### src/tsd_pkg.sv
// tsd_pkg: widths, codes, request type and helper functions of the touch swipe detector
// no dependencies; used by the channel interfaces and every module of the block
`timescale 1ns / 1ps

package tsd_pkg;

    // design parameters
    localparam int RAW_BITS    = 16;
    localparam int SCREEN_BITS = 12;

    // field and register widths
    localparam int EVT_W      = 16;
    localparam int RAW_W      = (RAW_BITS < EVT_W) ? RAW_BITS : EVT_W;
    localparam int CMD_W      = 3;
    localparam int DIR_W      = 3;
    localparam int SCR_REG_W  = 13;
    localparam int RAWCFG_W   = 16;
    localparam int MIN_W      = 12;
    localparam int CFG_DATA_W = 16;
    localparam int CFG_IDX_W  = 3;

    // datapath widths
    localparam int MAG_W  = RAWCFG_W;
    localparam int PROD_W = MAG_W + SCR_REG_W;
    localparam int LIM_W  = SCREEN_BITS + 1;
    localparam int POS_W  = SCREEN_BITS + 1;
    localparam int CMP_W  = (SCREEN_BITS + 3 > MIN_W) ? SCREEN_BITS + 3 : MIN_W;
    localparam int CAP    = 1 << SCREEN_BITS;

    // touch key value meaning press
    localparam logic [EVT_W-1:0] KEY_PRESS = EVT_W'(1);

    // reset values of the registers
    localparam logic [SCR_REG_W-1:0] RST_SCREEN_W = SCR_REG_W'(800);
    localparam logic [SCR_REG_W-1:0] RST_SCREEN_H = SCR_REG_W'(480);
    localparam logic [RAWCFG_W-1:0]  RST_RAW_W    = RAWCFG_W'(1024);
    localparam logic [RAWCFG_W-1:0]  RST_RAW_H    = RAWCFG_W'(600);
    localparam logic [RAWCFG_W-1:0]  RST_RAW_OFF  = RAWCFG_W'(0);
    localparam logic [MIN_W-1:0]     RST_MIN      = MIN_W'(50);

    typedef enum logic [CMD_W-1:0] {
        CMD_ABS_X = 3'd0,
        CMD_ABS_Y = 3'd1,
        CMD_KEY   = 3'd2,
        CMD_SYNC  = 3'd3,
        CMD_OTHER = 3'd4
    } t_cmd;

    typedef enum logic [CFG_IDX_W-1:0] {
        CFG_SCREEN_W  = 3'd0,
        CFG_SCREEN_H  = 3'd1,
        CFG_RAW_W     = 3'd2,
        CFG_RAW_H     = 3'd3,
        CFG_RAW_Y_OFF = 3'd4,
        CFG_MIN_SWIPE = 3'd5
    } t_cfg_idx;

    typedef enum logic [DIR_W-1:0] {
        DIR_NONE  = 3'd0,
        DIR_UP    = 3'd1,
        DIR_DOWN  = 3'd2,
        DIR_LEFT  = 3'd3,
        DIR_RIGHT = 3'd4
    } t_dir;

    // one axis scaling job: q = num * mul / div, clamped to [0, limit-1]
    typedef struct packed {
        logic                 force_zero;
        logic [MAG_W-1:0]     num_mag;
        logic [SCR_REG_W-1:0] mul;
        logic [MAG_W-1:0]     div_mag;
        logic [LIM_W-1:0]     limit;
    } t_scale_req;

    // screen dimension saturated at the output range
    function automatic logic [LIM_W-1:0] f_limit(input logic [SCR_REG_W-1:0] dim);
        if (32'(dim) > CAP) begin
            f_limit = LIM_W'(CAP);
        end else begin
            f_limit = LIM_W'(dim);
        end
    endfunction

endpackage

### src/tsd_in_if.sv
// tsd_in_if: touch event channel, valid/ready with command and raw value
// depends on tsd_pkg
`timescale 1ns / 1ps

interface tsd_in_if;
    import tsd_pkg::*;

    logic             valid;
    logic             ready;
    logic [CMD_W-1:0] cmd;
    logic [EVT_W-1:0] event_value;

    modport source (output valid, output cmd, output event_value, input ready);
    modport sink   (input valid, input cmd, input event_value, output ready);
endinterface

### src/tsd_out_if.sv
// tsd_out_if: swipe result channel, valid/ready with direction and end point
// depends on tsd_pkg
`timescale 1ns / 1ps

interface tsd_out_if;
    import tsd_pkg::*;

    logic                   valid;
    logic                   ready;
    logic [DIR_W-1:0]       direction;
    logic [SCREEN_BITS-1:0] end_x;
    logic [SCREEN_BITS-1:0] end_y;

    modport source (output valid, output direction, output end_x, output end_y,
                    input ready);
    modport sink   (input valid, input direction, input end_x, input end_y,
                    output ready);
endinterface

### src/tsd_scale.sv
// tsd_scale: one axis scaler, bit-serial shift-add multiply then restoring divide
// depends on tsd_pkg
`timescale 1ns / 1ps

module tsd_scale (
    input  logic                           i_clk,
    input  logic                           i_rst_n,
    input  logic                           i_start,
    input  tsd_pkg::t_scale_req            i_req,
    output logic                           o_done,
    output logic [tsd_pkg::SCREEN_BITS-1:0] o_q
);
    import tsd_pkg::*;

    localparam int CNT_W = $clog2(PROD_W);

    typedef enum logic [1:0] {S_IDLE, S_MUL, S_DIV, S_FIN} t_state;

    t_state            r_state;
    logic [CNT_W-1:0]  r_cnt;
    t_scale_req        r_req;
    logic [PROD_W-1:0] r_p;
    logic [MAG_W-1:0]  r_rem;

    logic [MAG_W:0]    w_sum;
    logic [MAG_W:0]    w_trial;
    logic [MAG_W:0]    w_diff;
    logic              w_ge;
    logic [PROD_W-1:0] n_p_mul;
    logic [PROD_W-1:0] n_p_div;
    logic [MAG_W-1:0]  n_rem;
    logic [SCREEN_BITS-1:0] n_q;

    // multiply step: add multiplicand into the high half when the low bit is set
    always_comb begin
        w_sum = {1'b0, r_p[PROD_W-1:SCR_REG_W]} + {1'b0, r_req.num_mag};
        if (r_p[0]) begin
            n_p_mul = {w_sum, r_p[SCR_REG_W-1:1]};
        end else begin
            n_p_mul = {1'b0, r_p[PROD_W-1:1]};
        end
    end

    // divide step: shift one dividend bit into the remainder, trial subtract
    always_comb begin
        w_trial = {r_rem, r_p[PROD_W-1]};
        w_diff  = w_trial - {1'b0, r_req.div_mag};
        w_ge    = (w_trial >= {1'b0, r_req.div_mag});
        n_rem   = w_ge ? w_diff[MAG_W-1:0] : w_trial[MAG_W-1:0];
        n_p_div = {r_p[PROD_W-2:0], w_ge};
    end

    // clamp quotient to the screen
    always_comb begin
        if (r_req.force_zero) begin
            n_q = '0;
        end else if (r_p >= PROD_W'(r_req.limit)) begin
            n_q = SCREEN_BITS'(r_req.limit - LIM_W'(1));
        end else begin
            n_q = r_p[SCREEN_BITS-1:0];
        end
    end

    // sequencer and datapath registers
    always_ff @(posedge i_clk) begin
        if (!i_rst_n) begin
            r_state <= S_IDLE;
            o_done  <= 1'b0;
        end else begin
            o_done <= 1'b0;
            case (r_state)
                S_IDLE: begin
                    if (i_start) begin
                        r_req   <= i_req;
                        r_p     <= {{MAG_W{1'b0}}, i_req.mul};
                        r_cnt   <= CNT_W'(SCR_REG_W - 1);
                        r_state <= S_MUL;
                    end
                end
                S_MUL: begin
                    r_p <= n_p_mul;
                    if (r_cnt == '0) begin
                        r_cnt   <= CNT_W'(PROD_W - 1);
                        r_rem   <= '0;
                        r_state <= S_DIV;
                    end else begin
                        r_cnt <= r_cnt - CNT_W'(1);
                    end
                end
                S_DIV: begin
                    r_p   <= n_p_div;
                    r_rem <= n_rem;
                    if (r_cnt == '0) begin
                        r_state <= S_FIN;
                    end else begin
                        r_cnt <= r_cnt - CNT_W'(1);
                    end
                end
                S_FIN: begin
                    o_q     <= n_q;
                    o_done  <= 1'b1;
                    r_state <= S_IDLE;
                end
                default: begin
                    r_state <= S_IDLE;
                end
            endcase
        end
    end
endmodule

### src/tsd_classify.sv
// tsd_classify: swipe direction from start and end points and the minimum distance
// depends on tsd_pkg
`timescale 1ns / 1ps

module tsd_classify (
    input  logic signed [tsd_pkg::POS_W-1:0]       i_start_x,
    input  logic signed [tsd_pkg::POS_W-1:0]       i_start_y,
    input  logic        [tsd_pkg::SCREEN_BITS-1:0] i_end_x,
    input  logic        [tsd_pkg::SCREEN_BITS-1:0] i_end_y,
    input  logic        [tsd_pkg::MIN_W-1:0]       i_min,
    output tsd_pkg::t_dir                          o_dir
);
    import tsd_pkg::*;

    logic signed [CMP_W-1:0] w_dx;
    logic signed [CMP_W-1:0] w_dy;
    logic        [CMP_W-1:0] w_ax;
    logic        [CMP_W-1:0] w_ay;
    logic        [CMP_W-1:0] w_min;
    logic                    w_dx_pos;
    logic                    w_dy_pos;

    // displacements and their magnitudes
    always_comb begin
        w_dx     = $signed(CMP_W'(i_end_x)) - CMP_W'(i_start_x);
        w_dy     = $signed(CMP_W'(i_end_y)) - CMP_W'(i_start_y);
        w_ax     = w_dx[CMP_W-1] ? CMP_W'(-w_dx) : CMP_W'(w_dx);
        w_ay     = w_dy[CMP_W-1] ? CMP_W'(-w_dy) : CMP_W'(w_dy);
        w_min    = CMP_W'(i_min);
        w_dx_pos = !w_dx[CMP_W-1] && (w_dx != '0);
        w_dy_pos = !w_dy[CMP_W-1] && (w_dy != '0);
    end

    // dominant axis decides the direction
    always_comb begin
        if (w_ax < w_min && w_ay < w_min) begin
            o_dir = DIR_NONE;
        end else if (w_ax > {w_ay[CMP_W-2:0], 1'b0}) begin
            o_dir = w_dx_pos ? DIR_RIGHT : DIR_LEFT;
        end else if (w_ay > {w_ax[CMP_W-2:0], 1'b0}) begin
            o_dir = w_dy_pos ? DIR_DOWN : DIR_UP;
        end else begin
            o_dir = DIR_NONE;
        end
    end
endmodule

### src/touch_swipe_direction.sv
// touch_swipe_direction: top level of the touch swipe detector
// depends on tsd_pkg, tsd_in_if, tsd_out_if, tsd_scale and tsd_classify
`timescale 1ns / 1ps

// Takes one touch event per transfer. Absolute X and Y events, sync reports and
// other codes are taken without leaving the idle state. A touch key event
// starts two axis scalers, X and Y side by side, each a 13-step serial multiply
// followed by a 29-step restoring divide; the event port is not ready until the
// key event is done. A release delivers one result (direction, end point)
// through an output register, so the next event is taken while that result
// waits. Start X is set back to -1 after each release. Configuration is written
// through the plain write port; the user must write it only while no event is
// in flight, which the block does not enforce; unknown indexes are ignored.
module touch_swipe_direction (
    input  logic                              i_clk,
    input  logic                              i_rst_n,
    tsd_in_if.sink                            i_evt,
    tsd_out_if.source                         o_res,
    input  logic                              i_cfg_wr_en,
    input  logic [tsd_pkg::CFG_IDX_W-1:0]     i_cfg_addr,
    input  logic [tsd_pkg::CFG_DATA_W-1:0]    i_cfg_wdata
);
    import tsd_pkg::*;

    typedef enum logic [1:0] {T_IDLE, T_SCALE, T_EMIT} t_state;

    t_state                  r_state;
    logic                    r_press;
    logic [SCR_REG_W-1:0]    r_scr_w;
    logic [SCR_REG_W-1:0]    r_scr_h;
    logic [RAWCFG_W-1:0]     r_raw_w;
    logic [RAWCFG_W-1:0]     r_raw_h;
    logic [RAWCFG_W-1:0]     r_raw_off;
    logic [MIN_W-1:0]        r_min;
    logic [RAW_W-1:0]        r_raw_x;
    logic [RAW_W-1:0]        r_raw_y;
    logic signed [POS_W-1:0] r_sx;
    logic signed [POS_W-1:0] r_sy;
    logic                    r_ovalid;
    t_dir                    r_dir;
    logic [SCREEN_BITS-1:0]  r_ex;
    logic [SCREEN_BITS-1:0]  r_ey;

    logic                    w_accept;
    logic                    w_start;
    t_scale_req              w_req_x;
    t_scale_req              w_req_y;
    logic [MAG_W:0]          w_ny;
    logic [MAG_W:0]          w_ny_neg;
    logic [MAG_W:0]          w_dy;
    logic [MAG_W:0]          w_dy_neg;
    logic [LIM_W-1:0]        w_lim_x;
    logic [LIM_W-1:0]        w_lim_y;
    logic                    w_done_x;
    logic                    w_done_y;
    logic [SCREEN_BITS-1:0]  w_qx;
    logic [SCREEN_BITS-1:0]  w_qy;
    t_dir                    w_dir;

    // event channel handshake
    assign i_evt.ready = (r_state == T_IDLE);
    assign w_accept    = i_evt.valid && i_evt.ready;
    assign w_start     = w_accept && (t_cmd'(i_evt.cmd) == CMD_KEY);

    // result channel
    assign o_res.valid     = r_ovalid;
    assign o_res.direction = DIR_W'(r_dir);
    assign o_res.end_x     = r_ex;
    assign o_res.end_y     = r_ey;

    // scaling jobs built from the current raw point and configuration
    always_comb begin
        w_lim_x = f_limit(r_scr_w);
        w_lim_y = f_limit(r_scr_h);

        w_req_x.force_zero = (w_lim_x == '0) || (r_raw_w == '0);
        w_req_x.num_mag    = MAG_W'(r_raw_x);
        w_req_x.mul        = r_scr_w;
        w_req_x.div_mag    = r_raw_w;
        w_req_x.limit      = w_lim_x;

        // signed offsets: a negative quotient clamps to zero
        w_ny     = {1'b0, MAG_W'(r_raw_y)} - {1'b0, r_raw_off};
        w_ny_neg = -w_ny;
        w_dy     = {1'b0, r_raw_h} - {1'b0, r_raw_off};
        w_dy_neg = -w_dy;

        w_req_y.num_mag    = w_ny[MAG_W] ? w_ny_neg[MAG_W-1:0] : w_ny[MAG_W-1:0];
        w_req_y.div_mag    = w_dy[MAG_W] ? w_dy_neg[MAG_W-1:0] : w_dy[MAG_W-1:0];
        w_req_y.force_zero = (w_lim_y == '0) || (w_dy == '0) ||
                             (w_ny[MAG_W] ^ w_dy[MAG_W]);
        w_req_y.mul        = r_scr_h;
        w_req_y.limit      = w_lim_y;
    end

    tsd_scale u_scale_x (
        .i_clk   (i_clk),
        .i_rst_n (i_rst_n),
        .i_start (w_start),
        .i_req   (w_req_x),
        .o_done  (w_done_x),
        .o_q     (w_qx)
    );

    tsd_scale u_scale_y (
        .i_clk   (i_clk),
        .i_rst_n (i_rst_n),
        .i_start (w_start),
        .i_req   (w_req_y),
        .o_done  (w_done_y),
        .o_q     (w_qy)
    );

    tsd_classify u_classify (
        .i_start_x (r_sx),
        .i_start_y (r_sy),
        .i_end_x   (w_qx),
        .i_end_y   (w_qy),
        .i_min     (r_min),
        .o_dir     (w_dir)
    );

    // configuration registers
    always_ff @(posedge i_clk) begin
        if (!i_rst_n) begin
            r_scr_w   <= RST_SCREEN_W;
            r_scr_h   <= RST_SCREEN_H;
            r_raw_w   <= RST_RAW_W;
            r_raw_h   <= RST_RAW_H;
            r_raw_off <= RST_RAW_OFF;
            r_min     <= RST_MIN;
        end else if (i_cfg_wr_en) begin
            case (t_cfg_idx'(i_cfg_addr))
                CFG_SCREEN_W:  r_scr_w   <= i_cfg_wdata[SCR_REG_W-1:0];
                CFG_SCREEN_H:  r_scr_h   <= i_cfg_wdata[SCR_REG_W-1:0];
                CFG_RAW_W:     r_raw_w   <= i_cfg_wdata[RAWCFG_W-1:0];
                CFG_RAW_H:     r_raw_h   <= i_cfg_wdata[RAWCFG_W-1:0];
                CFG_RAW_Y_OFF: r_raw_off <= i_cfg_wdata[RAWCFG_W-1:0];
                CFG_MIN_SWIPE: r_min     <= i_cfg_wdata[MIN_W-1:0];
                default: begin
                end
            endcase
        end
    end

    // event sequencer, touch state and result register
    always_ff @(posedge i_clk) begin
        if (!i_rst_n) begin
            r_state  <= T_IDLE;
            r_ovalid <= 1'b0;
            r_press  <= 1'b0;
            r_raw_x  <= '0;
            r_raw_y  <= '0;
            r_sx     <= '1;
            r_sy     <= '1;
        end else begin
            // a taken result frees the register unless the emit state reloads it
            if (o_res.ready && (r_state != T_EMIT)) begin
                r_ovalid <= 1'b0;
            end
            case (r_state)
                T_IDLE: begin
                    if (w_accept) begin
                        case (t_cmd'(i_evt.cmd))
                            CMD_ABS_X: r_raw_x <= i_evt.event_value[RAW_W-1:0];
                            CMD_ABS_Y: r_raw_y <= i_evt.event_value[RAW_W-1:0];
                            CMD_KEY: begin
                                r_press <= (i_evt.event_value == KEY_PRESS);
                                r_state <= T_SCALE;
                            end
                            default: begin
                            end
                        endcase
                    end
                end
                T_SCALE: begin
                    if (w_done_x && w_done_y) begin
                        if (r_press) begin
                            r_sx    <= POS_W'(w_qx);
                            r_sy    <= POS_W'(w_qy);
                            r_state <= T_IDLE;
                        end else begin
                            r_state <= T_EMIT;
                        end
                    end
                end
                T_EMIT: begin
                    // wait for the result register to free up
                    if (!r_ovalid || o_res.ready) begin
                        r_ovalid <= 1'b1;
                        r_dir    <= w_dir;
                        r_ex     <= w_qx;
                        r_ey     <= w_qy;
                        r_sx     <= '1;
                        r_state  <= T_IDLE;
                    end
                end
                default: begin
                    r_state <= T_IDLE;
                end
            endcase
        end
    end
endmodule
### src/flat_wrapper.sv
// flat-port wrapper written by rule: the top's interface ports become plain ports
module touch_swipe_direction_flat import tsd_pkg::*;
  (i_clk, i_rst_n, i_cfg_wr_en, i_cfg_addr, i_cfg_wdata, i_evt_valid, i_evt_cmd, i_evt_event_value, i_evt_ready, o_res_valid, o_res_direction, o_res_end_x, o_res_end_y, o_res_ready);
  tsd_in_if i_evt_i ();
  tsd_out_if o_res_i ();
  input  logic i_clk;
  input  logic i_rst_n;
  input  logic i_cfg_wr_en;
  input  logic [tsd_pkg::CFG_IDX_W-1:0] i_cfg_addr;
  input  logic [tsd_pkg::CFG_DATA_W-1:0] i_cfg_wdata;
  input wire logic [$bits(i_evt_i.valid)-1:0] i_evt_valid;
  input wire logic [$bits(i_evt_i.cmd)-1:0] i_evt_cmd;
  input wire logic [$bits(i_evt_i.event_value)-1:0] i_evt_event_value;
  output wire logic [$bits(i_evt_i.ready)-1:0] i_evt_ready;
  output wire logic [$bits(o_res_i.valid)-1:0] o_res_valid;
  output wire logic [$bits(o_res_i.direction)-1:0] o_res_direction;
  output wire logic [$bits(o_res_i.end_x)-1:0] o_res_end_x;
  output wire logic [$bits(o_res_i.end_y)-1:0] o_res_end_y;
  input wire logic [$bits(o_res_i.ready)-1:0] o_res_ready;
  assign i_evt_i.valid = i_evt_valid;
  assign i_evt_i.cmd = i_evt_cmd;
  assign i_evt_i.event_value = i_evt_event_value;
  assign i_evt_ready = i_evt_i.ready;
  assign o_res_valid = o_res_i.valid;
  assign o_res_direction = o_res_i.direction;
  assign o_res_end_x = o_res_i.end_x;
  assign o_res_end_y = o_res_i.end_y;
  assign o_res_i.ready = o_res_ready;
  touch_swipe_direction u_core (.i_clk(i_clk), .i_rst_n(i_rst_n), .i_evt(i_evt_i), .o_res(o_res_i), .i_cfg_wr_en(i_cfg_wr_en), .i_cfg_addr(i_cfg_addr), .i_cfg_wdata(i_cfg_wdata));
endmodule
### config.mk
export PLATFORM = sky130hd
export DESIGN_NAME = touch_swipe_direction_flat
export DESIGN_NICKNAME = d
export VERILOG_FILES = /design/src/tsd_pkg.sv /design/src/tsd_in_if.sv /design/src/tsd_out_if.sv /design/src/tsd_scale.sv /design/src/tsd_classify.sv /design/src/touch_swipe_direction.sv /design/src/flat_wrapper.sv
export SDC_FILE = /design/constraint.sdc
export NUM_CORES = 1
export LEC_CHECK = 0
export BUFFER_PORTS_ARGS = -buffer_cell sky130_fd_sc_hd__buf_2
export CAP_MARGIN = 20
export CORE_MARGIN = 4
export CORE_UTILIZATION = 23
export DETAILED_ROUTE_END_ITERATION = 10
export PLACE_DENSITY_LB_ADDON = 0.15
export SLEW_MARGIN = 40
export SYNTH_ARGS = -nofsm -noshare
export SYNTH_HDL_FRONTEND = slang
export SYNTH_SLANG_ARGS = --single-unit
### constraint.sdc
create_clock -name i_clk -period 9.82 [get_ports i_clk]
set_input_delay 1.473 -clock i_clk [delete_from_list [all_inputs] [get_ports i_clk]]
set_output_delay 1.473 -clock i_clk [all_outputs]
set_load 0.03 [all_outputs]
==> results list <==
- Outcome: complete, no violations
* Clock sink count: 397
- Most used routing layer in global routing: met2
* I/O Buffers: 71
- Number of warnings printed during yosys synthesis: 0
- Final HPWL from detailed placement: 53900 µm
- # setup viols final: 0
- Share of the clock period used by the worst path: 50.9%
- Starting DRC count in detailed routing: 940
- Count of hold buffers inserted by post-cts repair: 0
- The number of antenna violations at the first check in global routing is 7.
- Critical Path Start Type: register
* Wire length of the first global-routing pass: 113000 µm
- Total via count in the routed design: 19300
- The total area inside the core boundary comes to 108000 µm².
* Count of maximum capacitance violations: 0
- Post-synthesis register bit count: 397
* Clock root cell: sky130_fd_sc_hd__clkbuf_16
- Category of cells accounting for the largest share of critical-path delay: compound AO/OA/AOI/OAI gates
* Stages on worst setup path: 19
* RSZ-0062 raised after global routing: no
- Before antenna repair, the detailed router went through 5 iterations.
* Net count reported at finish: 3006
* Number of rows in the core area: 120
- Worst stage delay on the critical path: 0.67 ns
* Drt total wl: 72300 µm
- The number of global-route vias before repair is 19400.
* Cell occurring most often along the worst timing path: sky130_fd_sc_hd__o21a_1
- Clock share of power: 42.6%
- The clock period could shrink to 4.99 ns.
- A synthesized cell averages 9.32 µm².
- Sequential share of power: 40.6%
* Post-route insts no fill: 4192
* TritonCTS clock tree: done
- The number of gates resized after CTS was 0.
- Leak: 11.2 nW
- Total instance count after detailed placement: 4095
- STA classifies the critical path endpoint as a register.
- Post-Route Skew: 0.0464 ns
- The signal on the critical path passes through ha_1 > a21o_1 > nor4_1 > a31o_2 > a41oi_1 > nand2_1 > o21a_1 > ha_1 > a21boi_0 > o21a_1 > o21a_1 > o21a_1 > o21a_1 > o21a_1 > o2111ai_1 > nand4b_1 > or4_1 > nand4b_1 > mux2i_1.
- For this run, global-route usage on met1 was measured as 17.5%.
* Achievable Freq: 200 MHz
- Area share of the largest cell type after synthesis: 29.1%
* Most frequently used flop master after synthesis: sky130_fd_sc_hd__edfxtp_1
- Clock latency on the worst-skew pair, taken at its later pin, is 0.63 ns.
- Cells fill 26.8% of the core in the end.
* Buffers plus inverters on the worst setup path: 0
- Combinational share of power: 16.8%
- After synthesis, the share of flip-flops with an asynchronous set or reset is 0%.
- The count of final hold-check violations was 0.
* Number of cells produced by synthesis: 2695
- Hold Crit Class: reg2reg
* Most common cell after layout, fill and taps aside: sky130_fd_sc_hd__nand2_1
- Critical path class: reg2reg
* Slew Limit Fails: 0
* Fraction of final layout cells sized beyond drive strength 1: 10.4%
* Distinct cells, synth: 96
- The longest clock path from root to sink contains 3 buffers.
- Along the worst hold path, the cell count comes to 0.
- Summing internal, switching and leakage power gives 4.72 mW.
- Clock transition at the registers of the reported paths: 0.06 ns
- Summed negative setup slack over all endpoints: 0 ns
- Entering global routing, the biggest net connects 73 pins.
- Global routing consumed, over all layers together, 12.3% of the routing resources.
- Switching power of the nets: 1.32 mW
* Vias/cell: 4.61
* Actual transition at the worst max-transition pin: 0.837 ns
- The worst-case IR drop observed on VDD is 0.000123 V.
- In this run the power density over the cells is 163 nW/µm².
* Cell types with the largest area share after synthesis: sky130_fd_sc_hd__edfxtp_1 (29%), sky130_fd_sc_hd__dfxtp_1 (12%), sky130_fd_sc_hd__ha_1 (10%), sky130_fd_sc_hd__nand2_1 (4.2%), sky130_fd_sc_hd__a21oi_1 (3.9%)
* Routed wirelength normalized by instance count: 17.2 µm
- Headroom to the max-slew limit came out at 44.2%.
* Sw Share: 28.1%
* Area enclosed by the die boundary: 115000 µm²
- The clock tree synthesis step divided the H-tree into 2 levels.
- Commonest cells after routing, fill and taps aside: sky130_fd_sc_hd__nand2_1 (279), sky130_fd_sc_hd__edfxtp_1 (243), sky130_fd_sc_hd__nor2_1 (234)
* Die X-Extent: 338 µm
* Area added between synthesis and finish: 15.1%
* Number of buffers added by the clock tree synthesis step: 50
- Global placer's final weighted congestion: 0.773
* Internal power contribution: 3.40 mW
* Die height: 338 µm
* Max Fanout on Critical Path: 9
* Grt met2 use: 19.2%
- Seq/Total Area, Yosys: 41.3%
* Number of placed I/O pins: 72
- Netlist Area Pre-Place: 25100 µm²
- Once the floorplan was initialized, standard cells occupied 23.3% of the core.
- The total overflow left after global routing is 0.
- Number of DRC violations after detailed routing: 0
- Post-CTS timing repair inserted 0 buffers for setup.
- Crit path arrival time: 5.34 ns
* Met3 usage in global routing: 2.26%
* Count of flip-flops with a built-in enable after synthesis: 243
* Post-route ant nets: 0
- The synthesized design spends more area on one cell type than any other, namely sky130_fd_sc_hd__edfxtp_1.
- The slowest stage of the critical path is the sky130_fd_sc_hd__a41oi_1 cell.
- At the worst endpoint, the required time is 10.17 ns.
- After filler insertion, the fill cell instance count of the layout stands at 11500.
* Worst-case reg-to-reg path depth: 19
-- worst reg2reg max path, cell delays in order (launching register included) --
cell	delay [ns]
sky130_fd_sc_hd__edfxtp_1	0.42
sky130_fd_sc_hd__ha_1	0.49
sky130_fd_sc_hd__a21o_1	0.24
sky130_fd_sc_hd__nor4_1	0.08
sky130_fd_sc_hd__a31o_2	0.29
sky130_fd_sc_hd__a41oi_1	0.67
sky130_fd_sc_hd__nand2_1	0.11
sky130_fd_sc_hd__o21a_1	0.15
sky130_fd_sc_hd__ha_1	0.27
sky130_fd_sc_hd__a21boi_0	0.13
sky130_fd_sc_hd__o21a_1	0.19
sky130_fd_sc_hd__o21a_1	0.17
sky130_fd_sc_hd__o21a_1	0.17
sky130_fd_sc_hd__o21a_1	0.16
sky130_fd_sc_hd__o21a_1	0.17
sky130_fd_sc_hd__o2111ai_1	0.22
sky130_fd_sc_hd__nand4b_1	0.11
sky130_fd_sc_hd__or4_1	0.49
sky130_fd_sc_hd__nand4b_1	0.13
sky130_fd_sc_hd__mux2i_1	0.08
-- stage by stage --
stage | setup WS, ns | cell area [µm²] | hold WS, ns
2_1_floorplan | 5.51 | 25100 | 0.408
3_3_place_gp | 4.89 | 27000 | 0.409
3_5_place_dp | 4.83 | 27100 | 0.412
4_1_cts | 4.78 | 28900 | 0.425
5_1_grt | 4.40 | 28900 | 0.446
6_report | 4.83 | 28900 | 0.428
-- power groups by stage --
stage	clock [mW]	combinational, mW	sequential [mW]
after floorplan	0	0.594	1.93
after global placement	0	0.780	1.95
after detailed placement	0	0.795	1.95
after CTS	2.10	0.800	1.92
after global routing	2.17	0.898	1.92
final	2.01	0.794	1.92
-- per-layer routing --
layer / vias up / routed length, µm / share of wire [%]
met5: - / 19 / 0.026
met4: 2 / 1520 / 2.1
met3: 85 / 3310 / 4.6
met2: 299 / 31100 / 43
met1: 9238 / 36300 / 50
li1: 9709 / - / -
-- logic make-up (layout without fill, tap and decap cells) --
group                      after synthesis  count (layout)  synth area share, %
and+or+nand+nor                        928             928                 17.7
xor gates and xnor gates               149             149                 5.32
AOI/OAI and AO/OA                      568             568                 14.8
adders and majority gates              219             219                 11.1
buffers and inverters                  316             405                 4.90
DFF                                    397             397                 41.3
muxes                                  116             116                 4.85
other                                    2               7               0.0299
-- cell usage after synthesis, drive strengths merged, types with 21 or more instances --
cell,instances
a21o,25
a21oi,197
a22oi,49
clkbuf,84
dfxtp,154
edfxtp,243
ha,210
inv,212
mux2,45
mux2i,71
nand2,281
nand2b,21
nand3,59
nand4,29
nor2,244
nor2b,94
nor3,62
nor4,31
o211ai,25
o21a,42
o21ai,96
or3,29
xnor2,105
xor2,43
-- sequential cells by signal, summed over array words and instances (netlist names), 13 cells and up --
register                count
u_core.r_raw_y             16
u_core.r_sy                13
u_core.r_raw_w             16
u_core.r_raw_h             16
u_core.r_scr_w             13
u_core.r_raw_x             16
u_core.r_scr_h             13
u_core.u_scale_x.r_p       29
u_core.u_scale_y.r_rem     16
u_core.r_raw_off           16
u_core.u_scale_y.r_p       29
u_core.r_sx                13
u_core.u_scale_y.r_req     46
u_core.u_scale_x.r_req     46
u_core.u_scale_x.r_rem     16
-- worst paths after layout --
kind / startpoint / slack [ns] / end
worst max-delay path: u_core.u_scale_y.o_q[4] / 4.83 / u_core.o_res.direction[1]
worst min-delay path: u_core.r_raw_x[5] / 0.43 / u_core.u_scale_x.r_req[47]
worst max register to register: u_core.u_scale_y.o_q[4] / 4.83 / u_core.o_res.direction[1]
worst min register to register: u_core.r_raw_x[5] / 0.43 / u_core.u_scale_x.r_req[47]
-- cell type report --
cell class	count	area, µm²	area share [%]
clock inverters	25	329	1.14
inverters	215	810	2.80
repair buffers	96	554	1.92
clock buffers	69	1490	5.16
well taps	1403	1760	6.07
flip-flops and latches	397	10400	35.9
multi-input cells	1985	13600	47.0
diodes	2	5.00	0.0173
No activity file was read; power rests on OpenSTA's default activity.
